[src/sv/qwlt_pkg.sv]
// Shared types and constants for the quoted word line tokenizer.
// No dependencies; every other file imports this package.
package qwlt_pkg;

  // request codes
  localparam logic REQ_BYTE  = 1'b0;
  localparam logic REQ_FLUSH = 1'b1;

  // result kinds
  localparam logic [1:0] KIND_BYTE    = 2'd0;
  localparam logic [1:0] KIND_TOKEND  = 2'd1;
  localparam logic [1:0] KIND_LINEEND = 2'd2;

  // characters the scanner reacts to
  localparam logic [7:0] CH_NUL    = 8'h00;
  localparam logic [7:0] CH_TAB    = 8'h09;
  localparam logic [7:0] CH_LF     = 8'h0a;
  localparam logic [7:0] CH_CR     = 8'h0d;
  localparam logic [7:0] CH_SPACE  = 8'h20;
  localparam logic [7:0] CH_DQUOTE = 8'h22;
  localparam logic [7:0] CH_HASH   = 8'h23;
  localparam logic [7:0] CH_SQUOTE = 8'h27;
  localparam logic [7:0] CH_SLASH  = 8'h2f;
  localparam logic [7:0] CH_BQUOTE = 8'h60;

  // most results one item can cause
  localparam int unsigned MAX_RES = 3;

  // scanner mode, one-hot
  typedef enum logic [4:0] {
    MODE_SKIP = 5'b00001,
    MODE_WORD = 5'b00010,
    MODE_QUOT = 5'b00100,
    MODE_CMNT = 5'b01000,
    MODE_SLSH = 5'b10000
  } scan_mode_t;

  typedef struct packed {
    logic       req_type;
    logic [7:0] text_byte;
  } in_item_t;

  typedef struct packed {
    logic [1:0] kind;
    logic [7:0] token_byte;
    logic       last;
  } out_item_t;

  // one result without its position flag
  typedef struct packed {
    logic [1:0] kind;
    logic [7:0] token_byte;
  } res_t;

  // all results of one item
  typedef struct packed {
    res_t [MAX_RES-1:0] res;
    logic [1:0]         cnt;
  } bundle_t;

  typedef struct packed {
    scan_mode_t mode;
    logic [7:0] quote_mark;
    logic       token_open;
    logic       line_had_token;
  } scan_state_t;

endpackage

[src/sv/qwlt_step.sv]
// Scanner step: from the current state and one item, the next state and the
// list of results that item causes. Depends on qwlt_pkg.
module qwlt_step import qwlt_pkg::*; (
  input  in_item_t    item,
  input  scan_state_t cur,
  output scan_state_t nxt,
  output bundle_t     bundle
);

  logic       is_eol;
  logic       is_space;
  logic       is_quote;
  logic       b1_v;
  logic [7:0] b1_c;
  logic       b2_v;
  logic [7:0] b2_c;
  logic       te;
  logic       le;
  logic [1:0] n;
  logic [7:0] c;

  assign c        = item.text_byte;
  assign is_eol   = (c == CH_NUL) || (c == CH_CR) || (c == CH_LF);
  assign is_space = (c == CH_SPACE) || (c == CH_TAB);
  assign is_quote = (c == CH_DQUOTE) || (c == CH_BQUOTE) || (c == CH_SQUOTE);

  // mode update and result flags
  always_comb begin
    b1_v = 1'b0;
    b1_c = '0;
    b2_v = 1'b0;
    b2_c = '0;
    te   = 1'b0;
    le   = 1'b0;
    nxt  = cur;
    if (item.req_type == REQ_FLUSH) begin
      // pending slash becomes a one-byte word, then token and line close
      if (cur.mode == MODE_SLSH) begin
        b1_v = 1'b1;
        b1_c = CH_SLASH;
      end
      te = cur.token_open || (cur.mode == MODE_SLSH);
      le = cur.line_had_token || (cur.mode == MODE_SLSH);
      nxt.mode           = MODE_SKIP;
      nxt.token_open     = 1'b0;
      nxt.line_had_token = 1'b0;
    end else begin
      unique case (cur.mode)
        MODE_WORD: begin
          if (is_eol) begin
            te = cur.token_open;
            le = cur.line_had_token;
            nxt.mode           = MODE_SKIP;
            nxt.token_open     = 1'b0;
            nxt.line_had_token = 1'b0;
          end else if (is_space) begin
            te = cur.token_open;
            nxt.mode       = MODE_SKIP;
            nxt.token_open = 1'b0;
          end else begin
            b1_v = 1'b1;
            b1_c = c;
            nxt.token_open     = 1'b1;
            nxt.line_had_token = 1'b1;
          end
        end
        MODE_QUOT: begin
          if (c == cur.quote_mark) begin
            te = cur.token_open;
            nxt.mode       = MODE_SKIP;
            nxt.token_open = 1'b0;
          end else if (is_eol) begin
            te = cur.token_open;
            le = cur.line_had_token;
            nxt.mode           = MODE_SKIP;
            nxt.token_open     = 1'b0;
            nxt.line_had_token = 1'b0;
          end else begin
            b1_v = 1'b1;
            b1_c = c;
            nxt.token_open     = 1'b1;
            nxt.line_had_token = 1'b1;
          end
        end
        MODE_CMNT: begin
          if (is_eol) begin
            te = cur.token_open;
            le = cur.line_had_token;
            nxt.mode           = MODE_SKIP;
            nxt.token_open     = 1'b0;
            nxt.line_had_token = 1'b0;
          end
        end
        MODE_SLSH: begin
          if (c == CH_SLASH) begin
            nxt.mode = MODE_CMNT;
          end else begin
            // the slash opens a word, this byte is handled inside it
            b1_v = 1'b1;
            b1_c = CH_SLASH;
            nxt.token_open     = 1'b1;
            nxt.line_had_token = 1'b1;
            nxt.mode           = MODE_WORD;
            if (is_eol) begin
              te = 1'b1;
              le = 1'b1;
              nxt.mode           = MODE_SKIP;
              nxt.token_open     = 1'b0;
              nxt.line_had_token = 1'b0;
            end else if (is_space) begin
              te = 1'b1;
              nxt.mode       = MODE_SKIP;
              nxt.token_open = 1'b0;
            end else begin
              b2_v = 1'b1;
              b2_c = c;
            end
          end
        end
        default: begin
          // skip mode: whitespace is skipped; other bytes end the line or open a comment, slash, quote or word
          if (is_space) begin
            nxt.mode = cur.mode;
          end else if (is_eol) begin
            te = cur.token_open;
            le = cur.line_had_token;
            nxt.mode           = MODE_SKIP;
            nxt.token_open     = 1'b0;
            nxt.line_had_token = 1'b0;
          end else if (c == CH_HASH) begin
            nxt.mode = MODE_CMNT;
          end else if (c == CH_SLASH) begin
            nxt.mode = MODE_SLSH;
          end else if (is_quote) begin
            nxt.quote_mark = c;
            nxt.token_open = 1'b0;
            nxt.mode       = MODE_QUOT;
          end else begin
            b1_v = 1'b1;
            b1_c = c;
            nxt.mode           = MODE_WORD;
            nxt.token_open     = 1'b1;
            nxt.line_had_token = 1'b1;
          end
        end
      endcase
    end
  end

  // pack the flagged results in output order
  always_comb begin
    bundle = '0;
    n      = '0;
    if (b1_v) begin
      bundle.res[n] = '{kind: KIND_BYTE, token_byte: b1_c};
      n = n + 2'd1;
    end
    if (b2_v) begin
      bundle.res[n] = '{kind: KIND_BYTE, token_byte: b2_c};
      n = n + 2'd1;
    end
    if (te) begin
      bundle.res[n] = '{kind: KIND_TOKEND, token_byte: 8'h00};
      n = n + 2'd1;
    end
    if (le && (n != 2'd3)) begin
      bundle.res[n] = '{kind: KIND_LINEEND, token_byte: 8'h00};
      n = n + 2'd1;
    end
    bundle.cnt = n;
  end

endmodule

[src/sv/qwlt_serial.sv]
// Result register: holds the results of one item and hands them out one per
// cycle on the output channel while out_ready is high. Depends on qwlt_pkg.
module qwlt_serial import qwlt_pkg::*; (
  input  logic      clk,
  input  logic      rst_n,
  input  logic      load,
  input  bundle_t   bundle,
  output logic      can_load,
  output logic      out_valid,
  input  logic      out_ready,
  output out_item_t out_data
);

  res_t [MAX_RES-1:0] res_r;
  logic [1:0]         cnt_r;
  logic [1:0]         cnt_nxt;
  logic [1:0]         idx_r;
  logic [1:0]         idx_nxt;
  logic               final_res;
  logic               take;
  res_t               cur_res;

  assign out_valid = (cnt_r != 2'd0);
  assign final_res = (idx_r == (cnt_r - 2'd1));
  assign take      = out_valid && out_ready;
  assign can_load  = !out_valid || (take && final_res);

  // current result
  always_comb begin
    unique case (idx_r)
      2'd1:    cur_res = res_r[1];
      2'd2:    cur_res = res_r[2];
      default: cur_res = res_r[0];
    endcase
  end

  assign out_data = '{kind: cur_res.kind, token_byte: cur_res.token_byte,
                      last: final_res};

  // count and position
  always_comb begin
    cnt_nxt = cnt_r;
    idx_nxt = idx_r;
    if (take) begin
      if (final_res) begin
        cnt_nxt = '0;
        idx_nxt = '0;
      end else begin
        idx_nxt = idx_r + 2'd1;
      end
    end
    if (load) begin
      cnt_nxt = bundle.cnt;
      idx_nxt = '0;
    end
  end

  always_ff @(posedge clk) begin
    if (!rst_n) begin
      cnt_r <= '0;
      idx_r <= '0;
    end else begin
      cnt_r <= cnt_nxt;
      idx_r <= idx_nxt;
    end
  end

  // result payload
  always_ff @(posedge clk) begin
    if (load) begin
      res_r <= bundle.res;
    end
  end

endmodule

[src/sv/quoted_word_line_tokenizer.sv]
// Top level of the quoted word line tokenizer: input register, scanner state
// and result register. Depends on qwlt_pkg, qwlt_step and qwlt_serial.

// Splits a byte stream into tokens and lines. Each input item is one text
// byte or an end-of-text flush; each result item is a token byte, an
// end-of-token or an end-of-line marker, with last set on the final result
// of its input item. Space and tab separate words; double quote, backquote
// and single quote open a token running to the same mark or the line end;
// outside a token, a hash or two slashes open a comment to the line end;
// NUL, CR and LF end a line. An item is held in an input register and
// scanned combinationally; its results go to a result register that hands
// out one result per cycle while out_ready is high, and an item causes at
// most three results. Items with no result stream at one per cycle, as do
// one-result items while out_ready is high; else the serializer sets the rate.
module quoted_word_line_tokenizer import qwlt_pkg::*; (
  input  logic      clk,
  input  logic      rst_n,
  input  logic      in_valid,
  output logic      in_ready,
  input  in_item_t  in_data,
  output logic      out_valid,
  input  logic      out_ready,
  output out_item_t out_data
);

  logic        in_vld_r;
  in_item_t    in_item_r;
  scan_state_t state_r;
  scan_state_t state_nxt;
  bundle_t     bundle;
  logic        can_load;
  logic        advance;
  logic        load;

  // scan step
  qwlt_step u_step (
    .item   (in_item_r),
    .cur    (state_r),
    .nxt    (state_nxt),
    .bundle (bundle)
  );

  // an item with no results moves on even while the output is busy
  assign advance  = in_vld_r && ((bundle.cnt == 2'd0) || can_load);
  assign load     = advance && (bundle.cnt != 2'd0);
  assign in_ready = !in_vld_r || advance;

  // input register
  always_ff @(posedge clk) begin
    if (!rst_n) begin
      in_vld_r <= 1'b0;
    end else if (in_ready) begin
      in_vld_r <= in_valid;
    end
  end

  always_ff @(posedge clk) begin
    if (in_valid && in_ready) begin
      in_item_r <= in_data;
    end
  end

  // scanner state
  always_ff @(posedge clk) begin
    if (!rst_n) begin
      state_r <= '{mode: MODE_SKIP, quote_mark: 8'h00, token_open: 1'b0,
                   line_had_token: 1'b0};
    end else if (advance) begin
      state_r <= state_nxt;
    end
  end

  // result register and output
  qwlt_serial u_serial (
    .clk       (clk),
    .rst_n     (rst_n),
    .load      (load),
    .bundle    (bundle),
    .can_load  (can_load),
    .out_valid (out_valid),
    .out_ready (out_ready),
    .out_data  (out_data)
  );

endmodule

[config.mk]
export PLATFORM = sky130hd
export DESIGN_NAME = quoted_word_line_tokenizer
export DESIGN_NICKNAME = d
export VERILOG_FILES = /design/src/sv/qwlt_pkg.sv /design/src/sv/qwlt_step.sv /design/src/sv/qwlt_serial.sv /design/src/sv/quoted_word_line_tokenizer.sv
export SDC_FILE = /design/constraint.sdc
export NUM_CORES = 1
export LEC_CHECK = 0
export BUFFER_PORTS_ARGS = -buffer_cell sky130_fd_sc_hd__buf_2
export CAP_MARGIN = 20
export CORE_MARGIN = 2
export CORE_UTILIZATION = 40
export CTS_BUF_LIST = sky130_fd_sc_hd__clkbuf_4
export CTS_CLUSTER_DIAMETER = 100
export DETAILED_ROUTE_END_ITERATION = 10
export MAX_ROUTING_LAYER = met4
export PLACE_DENSITY_LB_ADDON = 0.3
export SLEW_MARGIN = 10
export SYNTH_ARGS = -nofsm -noshare
export SYNTH_HDL_FRONTEND = slang
export SYNTH_HIERARCHICAL = 1
export SYNTH_SLANG_ARGS = --single-unit
[constraint.sdc]
create_clock -name clk -period 6.66 [get_ports clk]
set_input_delay 0.666 -clock clk [delete_from_list [all_inputs] [get_ports clk]]
set_output_delay 0.666 -clock clk [all_outputs]
set_load 0.1 [all_outputs]
==> impl_metrics.json <==
{
  "status": "complete, no violations",
  "wl_per_cell_um": 15.0,
  "slew_headroom_pct": 41.5,
  "dr.pass1.iters": 4,
  "place.gp.congestion": 0.947,
  "worst_ep_arrival_time_ns": 5.56,
  "syn_avg_cell_area_um2": 9.89,
  "io_buffer_count": 25,
  "dieHeight_um": 102,
  "total_power_uw": 744,
  "powerDensity_nw_per_um2": 183,
  "required_ns": 5.99,
  "postCtsHoldBufs": 0,
  "p_leak_uw": 0.00147,
  "top_level_ports": 26,
  "start_util_pct": 41.6,
  "fin_ws_ns": 0.431,
  "async_flop_share_pct": 0,
  "dieArea_um2": 10500,
  "antenna_cells": 0,
  "die_w_um": 102,
  "critPathCaptureType": "primary output",
  "syn_area_um2": 3880,
  "crit_chain": "or3b_4 > a2111oi_4 > and2b_2 > o21ai_1 > a211oi_1 > or2_1 > ha_1 > xor2_1 > ha_1 > a2111oi_4 > or2b_1 > o311ai_1 > nor2_1 > or3b_1 > buf_2",
  "start_kind": "flip-flop",
  "rsz0062_at_grt": "false",
  "peakVddDrop_uv": 106,
  "std_cell_rows": 35,
  "max_freq_mhz": 161,
  "drv_slew": 0,
  "ys_types": 76,
  "design_area_um2": 4060,
  "grt.total_usage_pct": 17.2,
  "hold_viol_final": 0,
  "reg2reg_setup_slack_ns": 1.18,
  "yosysWarnings": 6,
  "hold_path_class": "in2reg",
  "fin_crit_sh_pct": 93.5,
  "core_area_um2": 9330,
  "routed_wl_um": 8090,
  "grt_max_degree": 35,
  "synth-edff-count": 39,
  "fin_skew_ns": 0.0190,
  "grt_pass1_wl_um": 13800,
  "drive_above_1_share_pct": 17.3,
  "cap_violations": 0,
  "synthFlopType": "edfxtp_1",
  "nets": 429,
  "root_buffer": "clkbuf_4",
  "crit_family": "simple AND/OR/NAND/NOR gates",
  "tightestPinTransition_ns": 0.878,
  "crit_path_max_fanout": 11,
  "htreeDepth": 3,
  "via_per_inst": 5.24,
  "fin_util_pct": 43.5,
  "pre_cts_ws_ns": 0.828,
  "clkTransAtPathRegs_ns": 0.10,
  "crit_buf_inv": 1,
  "cts_tree": "done",
  "grt_overflow": 0,
  "yosysSeqAreaShare_pct": 40.5,
  "drc": 0,
  "ys_ff_latch": 59,
  "cts-resized-gates": 0,
  "syn-instance-count": 392,
  "cp_slowest_stage_delay_ns": 0.58,
  "timing.final.crit_period_ns": 6.23,
  "drt_iter0_drc": 151,
  "ant_nets": 0,
  "antenna_found_initial": 0,
  "cts_num_sinks": 59,
  "setup_tns_ns": 0,
  "post-cts-setup-buffer-count": 0,
  "critical_path_class": "reg2out",
  "dp_hpwl_um": 5790,
  "setup_viol": 0,
  "critPathSlowestCell": "edfxtp_1",
  "grt_pass1_vias": 2824,
  "num_vias": 2823,
  "clock_latency_ns": 0.40,
  "cts_buffer_depth": 2,
  "numCtsBuffers": 9,
  "area_growth_pct": 4.61,
  "place_area_um2": 3950
}
## cells by family after synthesis
| family | count (synthesis) | share of synthesized area [%] |
|---|---|---|
| compound gates | 87 | 16.8 |
| xor+xnor | 16 | 4.00 |
| fa+ha+maj | 11 | 3.55 |
| buf+inv | 46 | 8.16 |
| flops | 59 | 40.5 |
| mux | 21 | 5.55 |
| other cells | 1 | 0.0967 |
| simple gates | 151 | 21.3 |
## layout by cell type (no fill, tap or decap), types with 10 or more instances in the layout
cell type,synthesis,routed
mux2i_1,17,17
buf_2,4,25
and2_1,14,14
o21ai_0,13,13
nor3_1,11,11
a22oi_1,10,10
clkbuf_4,0,10
inv_1,12,12
a21oi_1,15,15
xor2_1,10,10
dfxtp_1,20,20
ha_1,11,11
edfxtp_1,39,39
nor2_1,13,13
nand2_1,53,53
## through the flow
| stage | std cells | hold slack, ns |
|---|---|---|
| after global routing | 539 | 0.411 |
| after CTS | 539 | 0.407 |
| final | 539 | 0.434 |
| after floorplan | 399 | 0.440 |
| after detailed placement | 523 | 0.451 |
| after global placement | 523 | 0.456 |
## path summary, 6_finish.rpt
kind,startpoint,endpoint,cells after the start
setup / recovery,in_item_r[3],in_ready,15
hold / removal,in_data[6],in_item_r[6],1
setup reg to reg,in_item_r[3],u_serial/idx_r[0],18
hold reg to reg,u_serial/cnt_r[1],u_serial/cnt_r[1],2
## layout make-up
cell class                      count  area (um^2)
Clock inverter                      6         32.5
Inverter                           12         45.0
Fill cell                         928         5270
Sequential cell                    59         1570
Timing Repair Buffer               29          155
Tap cell                          129          161
Multi-Input combinational cell    294         2020
Clock buffer                       10         75.1
## where the power goes
part / switching [uW] / internal (uW) / total, uW
clock network: 133 / 77.2 / 210
registers: 16.8 / 405 / 422
logic: 78.4 / 33.7 / 112
total: 228 / 516 / 744
## flip-flops by register name, indices dropped and copies added (netlist names)
register and cells:
state_r 15, u_serial/res_r 30, u_serial/cnt_r 2, u_serial/idx_r 2, in_vld_r 1, in_item_r 9
## layer usage
layer | track usage (%) | share of wire (%) | vias up
met5 | - | 0 | -
met1 | 22.5 | 50 | 1330
li1 | - | - | 1422
met4 | 6.26 | 1.9 | 0
met2 | 26.7 | 45 | 58
met3 | 3.21 | 3.2 | 13
## Yosys cell counts, types with 10 or more instances
library cell	count	area, um^2
and2_1	14	87.6
nor2_1	13	48.8
nor3_1	11	55.1
dfxtp_1	20	400
o21ai_0	13	65.1
mux2i_1	17	170
a21oi_1	15	75.1
inv_1	12	45.0
buf_4	12	90.1
ha_1	11	138
nand2_1	53	199
a22oi_1	10	75.1
xor2_1	10	87.6
edfxtp_1	39	1170
Power figures use the tool's default switching activity.
